===== src/ppse_pkg.sv =====
// ----------------------------------------------------------------------------
// ppse_pkg
// Shared types, constants and saturation helpers for the polynomial evaluator.
// ----------------------------------------------------------------------------
package ppse_pkg;

    localparam int DATA_W          = 32;
    localparam int PROD_W          = 2 * DATA_W;
    localparam int CNT_W           = 3;
    localparam int IDX_W           = 3;
    localparam int MAX_TERMS_DEF   = 7;
    localparam int FRAC_BITS_DEF   = 16;

    // register indexes on the config port
    localparam logic [IDX_W-1:0] REG_TERM_COUNT = 3'd0;
    localparam logic [IDX_W-1:0] REG_COEF_BASE  = 3'd1;

    localparam logic [CNT_W-1:0] TERM_COUNT_RST = 3'd7;

    localparam logic signed [PROD_W-1:0] S32_MAX_W = 64'sh0000_0000_7FFF_FFFF;
    localparam logic signed [PROD_W-1:0] S32_MIN_W = 64'shFFFF_FFFF_8000_0000;

    // one pipeline slot
    typedef struct packed {
        logic                     valid;
        logic signed [DATA_W-1:0] x;
        logic signed [DATA_W-1:0] power;
        logic signed [DATA_W-1:0] sum;
        logic                     ovf;
    } ppse_lane_t;

    function automatic logic sat_hit_w(input logic signed [PROD_W-1:0] v);
        return (v > S32_MAX_W) || (v < S32_MIN_W);
    endfunction

    function automatic logic signed [DATA_W-1:0] sat_w(input logic signed [PROD_W-1:0] v);
        logic signed [DATA_W-1:0] r;
        if (v > S32_MAX_W) begin
            r = S32_MAX_W[DATA_W-1:0];
        end else if (v < S32_MIN_W) begin
            r = S32_MIN_W[DATA_W-1:0];
        end else begin
            r = v[DATA_W-1:0];
        end
        return r;
    endfunction

    // sign-extended sum of two 32-bit values; add_sat saturates it to 32 bits
    function automatic logic signed [DATA_W:0] add_ext(input logic signed [DATA_W-1:0] a,
                                                       input logic signed [DATA_W-1:0] b);
        return {a[DATA_W-1], a} + {b[DATA_W-1], b};
    endfunction

    function automatic logic add_hit(input logic signed [DATA_W:0] s);
        return s[DATA_W] != s[DATA_W-1];
    endfunction

    function automatic logic signed [DATA_W-1:0] add_sat(input logic signed [DATA_W:0] s);
        logic signed [DATA_W-1:0] r;
        if (s[DATA_W] != s[DATA_W-1]) begin
            r = s[DATA_W] ? S32_MIN_W[DATA_W-1:0] : S32_MAX_W[DATA_W-1:0];
        end else begin
            r = s[DATA_W-1:0];
        end
        return r;
    endfunction

endpackage


===== src/ppse_cfg_regs.sv =====
// ----------------------------------------------------------------------------
// ppse_cfg_regs
// Term count and coefficient registers, plus per-stage enables.
// ----------------------------------------------------------------------------
module ppse_cfg_regs #(
    parameter int MAX_TERMS = ppse_pkg::MAX_TERMS_DEF
) (
    input  logic                                  aclk,
    input  logic                                  aresetn,
    input  logic                                  cfg_wr_en,
    input  logic [ppse_pkg::IDX_W-1:0]            cfg_index,
    input  logic [ppse_pkg::DATA_W-1:0]           cfg_wdata,
    output logic signed [ppse_pkg::DATA_W-1:0]    coef [MAX_TERMS],
    output logic [MAX_TERMS-1:0]                  term_active,
    output logic [MAX_TERMS-1:0]                  pow_active
);
    import ppse_pkg::*;

    logic [CNT_W-1:0]         term_count_reg;
    logic signed [DATA_W-1:0] coef_reg [MAX_TERMS];
    logic [CNT_W-1:0]         n_eff;

    always_ff @(posedge aclk) begin
        if (!aresetn) begin
            term_count_reg <= TERM_COUNT_RST;
            for (int i = 0; i < MAX_TERMS; i++) begin
                coef_reg[i] <= '0;
            end
        end else if (cfg_wr_en) begin
            if (cfg_index == REG_TERM_COUNT) begin
                term_count_reg <= cfg_wdata[CNT_W-1:0];
            end
            for (int i = 0; i < MAX_TERMS; i++) begin
                if (cfg_index == REG_COEF_BASE + IDX_W'(i)) begin
                    coef_reg[i] <= cfg_wdata;
                end
            end
        end
    end

    // clamp to the number of built stages
    assign n_eff = (int'(term_count_reg) > MAX_TERMS) ? CNT_W'(MAX_TERMS) : term_count_reg;

    always_comb begin
        for (int k = 0; k < MAX_TERMS; k++) begin
            term_active[k] = k < int'(n_eff);
            pow_active[k]  = (k + 1) < int'(n_eff);
            coef[k]        = coef_reg[k];
        end
    end

endmodule


===== config.mk =====
export PLATFORM = sky130hd
export DESIGN_NAME = ppse_cfg_regs
export DESIGN_NICKNAME = d
export VERILOG_FILES = /design/src/ppse_pkg.sv /design/src/ppse_cfg_regs.sv
export SDC_FILE = /design/constraint.sdc
export NUM_CORES = 1
export LEC_CHECK = 0
export BUFFER_PORTS_ARGS = -buffer_cell sky130_fd_sc_hd__buf_2
export CAP_MARGIN = 20
export CORE_MARGIN = 5
export CORE_UTILIZATION = 40
export CTS_BUF_LIST = sky130_fd_sc_hd__clkbuf_8
export DETAILED_ROUTE_END_ITERATION = 12
export GPL_TIMING_DRIVEN = 0
export PLACE_DENSITY_LB_ADDON = 0.15
export SLEW_MARGIN = 0
export SYNTH_ARGS = -nofsm -noshare
export SYNTH_HDL_FRONTEND = slang
export SYNTH_SLANG_ARGS = --single-unit

===== constraint.sdc =====
create_clock -name aclk -period 4.9 [get_ports aclk]
set_input_delay 1.47 -clock aclk [delete_from_list [all_inputs] [get_ports aclk]]
set_output_delay 1.47 -clock aclk [all_outputs]
set_load 0.02 [all_outputs]

* After elaboration in Yosys (flattened, before gate mapping) *
Memory sizes are Yosys's and may differ from the RTL's.
Cells that the tools add are included.

word-level totals
  bits in registers = 3
  latch bits = 0
  bits in writable memories = 224
  memory bits (read-only) = 0
  input bits = 38
  output and inout port bits = 238
  word-level logic and storage cells = 61
  memories kept = 1

cells by class
  add/sub/neg operators = 0
  multiply operators = 0
  div/mod/pow operators = 0
  order comparisons = 7
  equality and inequality tests = 7
  shift-type cells = 0
  muxes and demuxes = 36
  bitwise logic cells = 7
  reduce and logical (&&, ||, !) cells = 2

memories
  memory    words  bits a word  read ports  clocked after memory_dff  write ports  line                 source
  coef_reg  7      32           7           0                         7            ppse_cfg_regs.sv:20  logic signed [DATA_W-1:0] coef_reg [MAX_TERMS];

operators with widths
  kind                                                count
  two-way mux 32 bit                                  7
  two-way mux 1 bit                                   29
  == test 3 bit (second input constant)               4
  < comparator 3 bit (first input constant)           3
  OR 1 bit                                            7
  == test 3 x 2 -> 1 bit (second input constant)      2
  < comparator 1 x 3 -> 1 bit (first input constant)  2
  < comparator 2 x 3 -> 1 bit (first input constant)  2
  == test 3 x 1 -> 1 bit (second input constant)      1
  zero test 3 bit                                     1
  AND reduction 2 bit                                 1

* Logic depth before layout (Yosys ltp) *
  depth in word-level cells = 6
  mapped depth = 5
  mapped depth without buffers = 2

* Least setup slack after synthesis *
No wires, ideal clock.

  path kind = input -> register
  start = input port cfg_index[0] (netlist bit)
  end = memory coef_reg[1][0], enable pin
  library setup time = 389 ps
  arrival = 2757 ps
  required time = 4511 ps
  slack = 1754 ps
  stages = 5
  path buffers = 3
  cells stage by stage = buf_6 -> nand4bb_1 -> buf_2 -> buf_6 -> nand2_1

RTL lines
  what             line                 source
  start, declared  ppse_cfg_regs.sv:11  input logic [ppse_pkg::IDX_W-1:0] cfg_index,
  end, declared    ppse_cfg_regs.sv:20

* Worst setup path after layout *
  start = register term_count_reg[2] (netlist: n_eff[2])
  end = output port term_active[1]

on the way
  longest elaborated chain between the ends = 1

RTL lines
  what                         line                 source
  start, declared              ppse_cfg_regs.sv:19  logic [CNT_W-1:0] term_count_reg;
  start signal, assigned       ppse_cfg_regs.sv:31  term_count_reg <= cfg_wdata[CNT_W-1:0];
  < comparator 1 x 3 -> 1 bit  ppse_cfg_regs.sv:46  term_active[k] = k < int'(n_eff);
  end, declared                ppse_cfg_regs.sv:14  output logic [MAX_TERMS-1:0] term_active,

Every way passes these cells.

==> flow_summary.yaml <==
power_and_ir_drop:
  p_int_w: 0.003298
  pwr-share-comb: 0.110
  p_leak_nw: 4.444
  vdd_drop_max_mv: 0.2066
  cellPowerDensity_mw_per_mm2: 411.6
  switching_share: 0.2553
  sequentialPowerShare: 0.522
  switching_power_w: 0.001131
  pwr-share-clk: 0.369
synthesis:
  seq_area_frac_synth: 0.8169
  syn_area_per_cell_um2: 15.05
  yosysWarnings: 0
  synth_nets: 590
  synthCells: 552
  netlist_area_mm2: 0.008308
  synth_seq_cells: 227
  synth_cell_type_count: 21
timing:
  slew_violations: 0
  timing.final.crit_share: 0.6029
  whs_ns: 0.5805
  final-setup-viol-count: 0
  rsz0062_at_grt: "false"
  skew_ns: 0
  period_minus_slack_ns: 2.954
  fmax_mhz: 338.5
  timing_hold_violations_final: 0
  setup-tns-final_ns: 0
  slew-limit-headroom: 0.3350
  fin_ws_ns: 1.946
  tightest_slew_ns: 0.9940
setup_path:
  crit_slowest_cell: "dfxtp_1"
  crit_arrival_ns: 1.48
  path_buf_inv: 2
  crit_family: "flip-flops"
  cp.required_ns: 3.43
  endpoint_kind: "primary output"
  worstSetupPathType: "flip-flop to primary output"
  slowest_delay_ns: 0.38
  cp-start-kind: "flip-flop"
  cp_cell_sequence: "or2_2, buf_4, buf_2"
  crit_path_max_fanout: 9
routing:
  route.detailed.drc: 0
  dr.first_iter.drc_count: 263
  drt-total-wl_um: 22700
  wire_per_inst_um: 19.59
  vias: 5315
  ant_nets: 0
  firstDrtPassIters: 4
  detail_route.vias_per_cell: 4.586
floorplan:
  start_util: 0.4080
  die_w_um: 154.1
  dieArea_mm2: 0.02375
  ios: 276
  std_cell_rows: 52
  coreArea_mm2: 0.02036
  die_h_um: 154.1
clocking:
  clk_pin_slew_worst_paths_ns: 0.06
  insertion_delay_ns: 0.50
  post-cts-setup-buffer-count: 0
  cts_sinks: 227
  cts_buffer_depth: 3
  cts-htree-levels: 2
  cts_buffers: 38
  cts-resized-gates: 0
  cts_hold_buffers: 0
  cts_root_buffer: "clkbuf_8"
  cts_tree: "yes"
placed_design:
  numPortBuffers: 269
  dp_hpwl_um: 15420
  place_congestion: 0.7561
  post-place-ws_ns: 1.582
grt:
  grtUsageMet3: 0.05902
  grt_max_degree: 33
  gr-max-usage-layer: "met2"
  grtUsageTotal: 0.1871
  overflow: 0
  grtUsageMet1: 0.2300
  grt_pass1_wl_um: 33620
  antenna_found_initial: 1
  met2_usage: 0.3178
  grt_pass1_vias: 5557
hold_path:
  min_path_type: "flip-flop to flip-flop"
final_layout:
  register_area_mm2: 0.006787
  area_growth_pct: 29.53
  layout.nets: 900
  largest_reg_flops: 224
  nFillCells: 1744
  multi_input_area_mm2: 0.001131
  num_antenna_cells: 0
  drive_gt1_frac: 0.4128
job:
  maxCapViolations: 0
status:
  status: "finished, final reports clean"
## cell type report
class / instances / share of cell area
Multi-Input combinational cell: 255 / 0.1051
Clock inverter: 28 / 0.01814
Buffer: 38 / 0.02674
Sequential cell: 227 / 0.6306
Timing Repair Buffer: 270 / 0.1270
Inverter: 32 / 0.01116
Clock buffer: 39 / 0.04988
Tap cell: 270 / 0.03139
## cells in the mapped netlist
| master | number | area share |
|---|---|---|
| edfxtp_1 | 224 | 0.81 |
| nand4b_4 | 3 | 0.0086 |
| and3_1 | 1 | 0.00075 |
| and2_1 | 1 | 0.00075 |
| or2_2 | 1 | 0.00075 |
| inv_1 | 32 | 0.014 |
| buf_4 | 9 | 0.0081 |
| nand4bb_1 | 3 | 0.0041 |
| buf_6 | 12 | 0.016 |
| a21o_1 | 1 | 0.00090 |
| mux2i_1 | 3 | 0.0036 |
| nor2_1 | 192 | 0.087 |
| or3_1 | 1 | 0.00075 |
| nor2b_1 | 6 | 0.0045 |
| conb_1 | 1 | 0.00045 |
| nor4b_4 | 1 | 0.0029 |
| dfxtp_1 | 3 | 0.0072 |
| nand2_1 | 39 | 0.018 |
| o21a_1 | 1 | 0.00090 |
| buf_2 | 17 | 0.010 |
| nand4_1 | 1 | 0.00075 |
## worst register-to-register path: cells and delay by family, from the launching register on
family | cells | cell delay, ns
DFF | 1 | 0.46
muxes | 1 | 0.12
and+or+nand+nor | 1 | 0.08
## placed cells by master (no fill, tap or decap), drive strengths merged, types with 2 or more instances in the layout
| cell type | count |
|---|---|
| nor2 | 192 |
| bufinv | 3 |
| buf | 308 |
| inv | 37 |
| nand2 | 39 |
| dfxtp | 3 |
| nand4b | 3 |
| clkinvlp | 2 |
| mux2i | 3 |
| edfxtp | 224 |
| clkinv | 18 |
| nand4bb | 3 |
| clkbuf | 39 |
| nor2b | 6 |
## power groups by stage
stage / Combinational (W) / Sequential [W] / Clock, W
6_report: 0.000485 / 0.00231 / 0.00163
5_1_grt: 0.000514 / 0.00232 / 0.00177
4_1_cts: 0.000495 / 0.00231 / 0.00167
3_5_place_dp: 0.000495 / 0.00235 / 0
3_3_place_gp: 0.000486 / 0.00235 / 0
2_1_floorplan: 0.000103 / 0.00253 / 0
## logic make-up after synthesis
group / count (synthesis) / synth area share
AND/OR/NAND/NOR: 249 / 0.1282
flip-flops: 227 / 0.8169
buffers and inverters: 70 / 0.04910
multiplexers: 3 / 0.003615
AO/OA/AOI/OAI: 2 / 0.001808
other: 1 / 0.0004514
## stage by stage
stage,power [W],instances,cell area (um^2),util
global route,0.004607,1159,10760,0.5284
CTS,0.004475,1159,10760,0.5284
floorplan,0.002631,552,8308,-
global placement,0.002838,1091,9992,0.4907
detailed placement,0.002846,1092,10030,0.4925
finish,0.004429,1159,10760,0.5284
## final timing paths
check / start / cells after the start / endpoint / slack (ns)
setup / recovery: n_eff[2] / 3 / term_active[1] / 1.95
hold / removal: n_eff[0] / 2 / n_eff[0] / 0.58
setup reg to reg: n_eff[2] / 2 / n_eff[2] / 4.18
hold reg to reg: n_eff[0] / 2 / n_eff[0] / 0.58
## metal layers
metal / share of wire / vias to the layer above
met3: 0.089 / 40
met5: 0.00057 / -
li1: - / 2490
met4: 0.020 / 2
met1: 0.39 / 2551
met2: 0.50 / 232
Power figures use the tool's default switching activity.
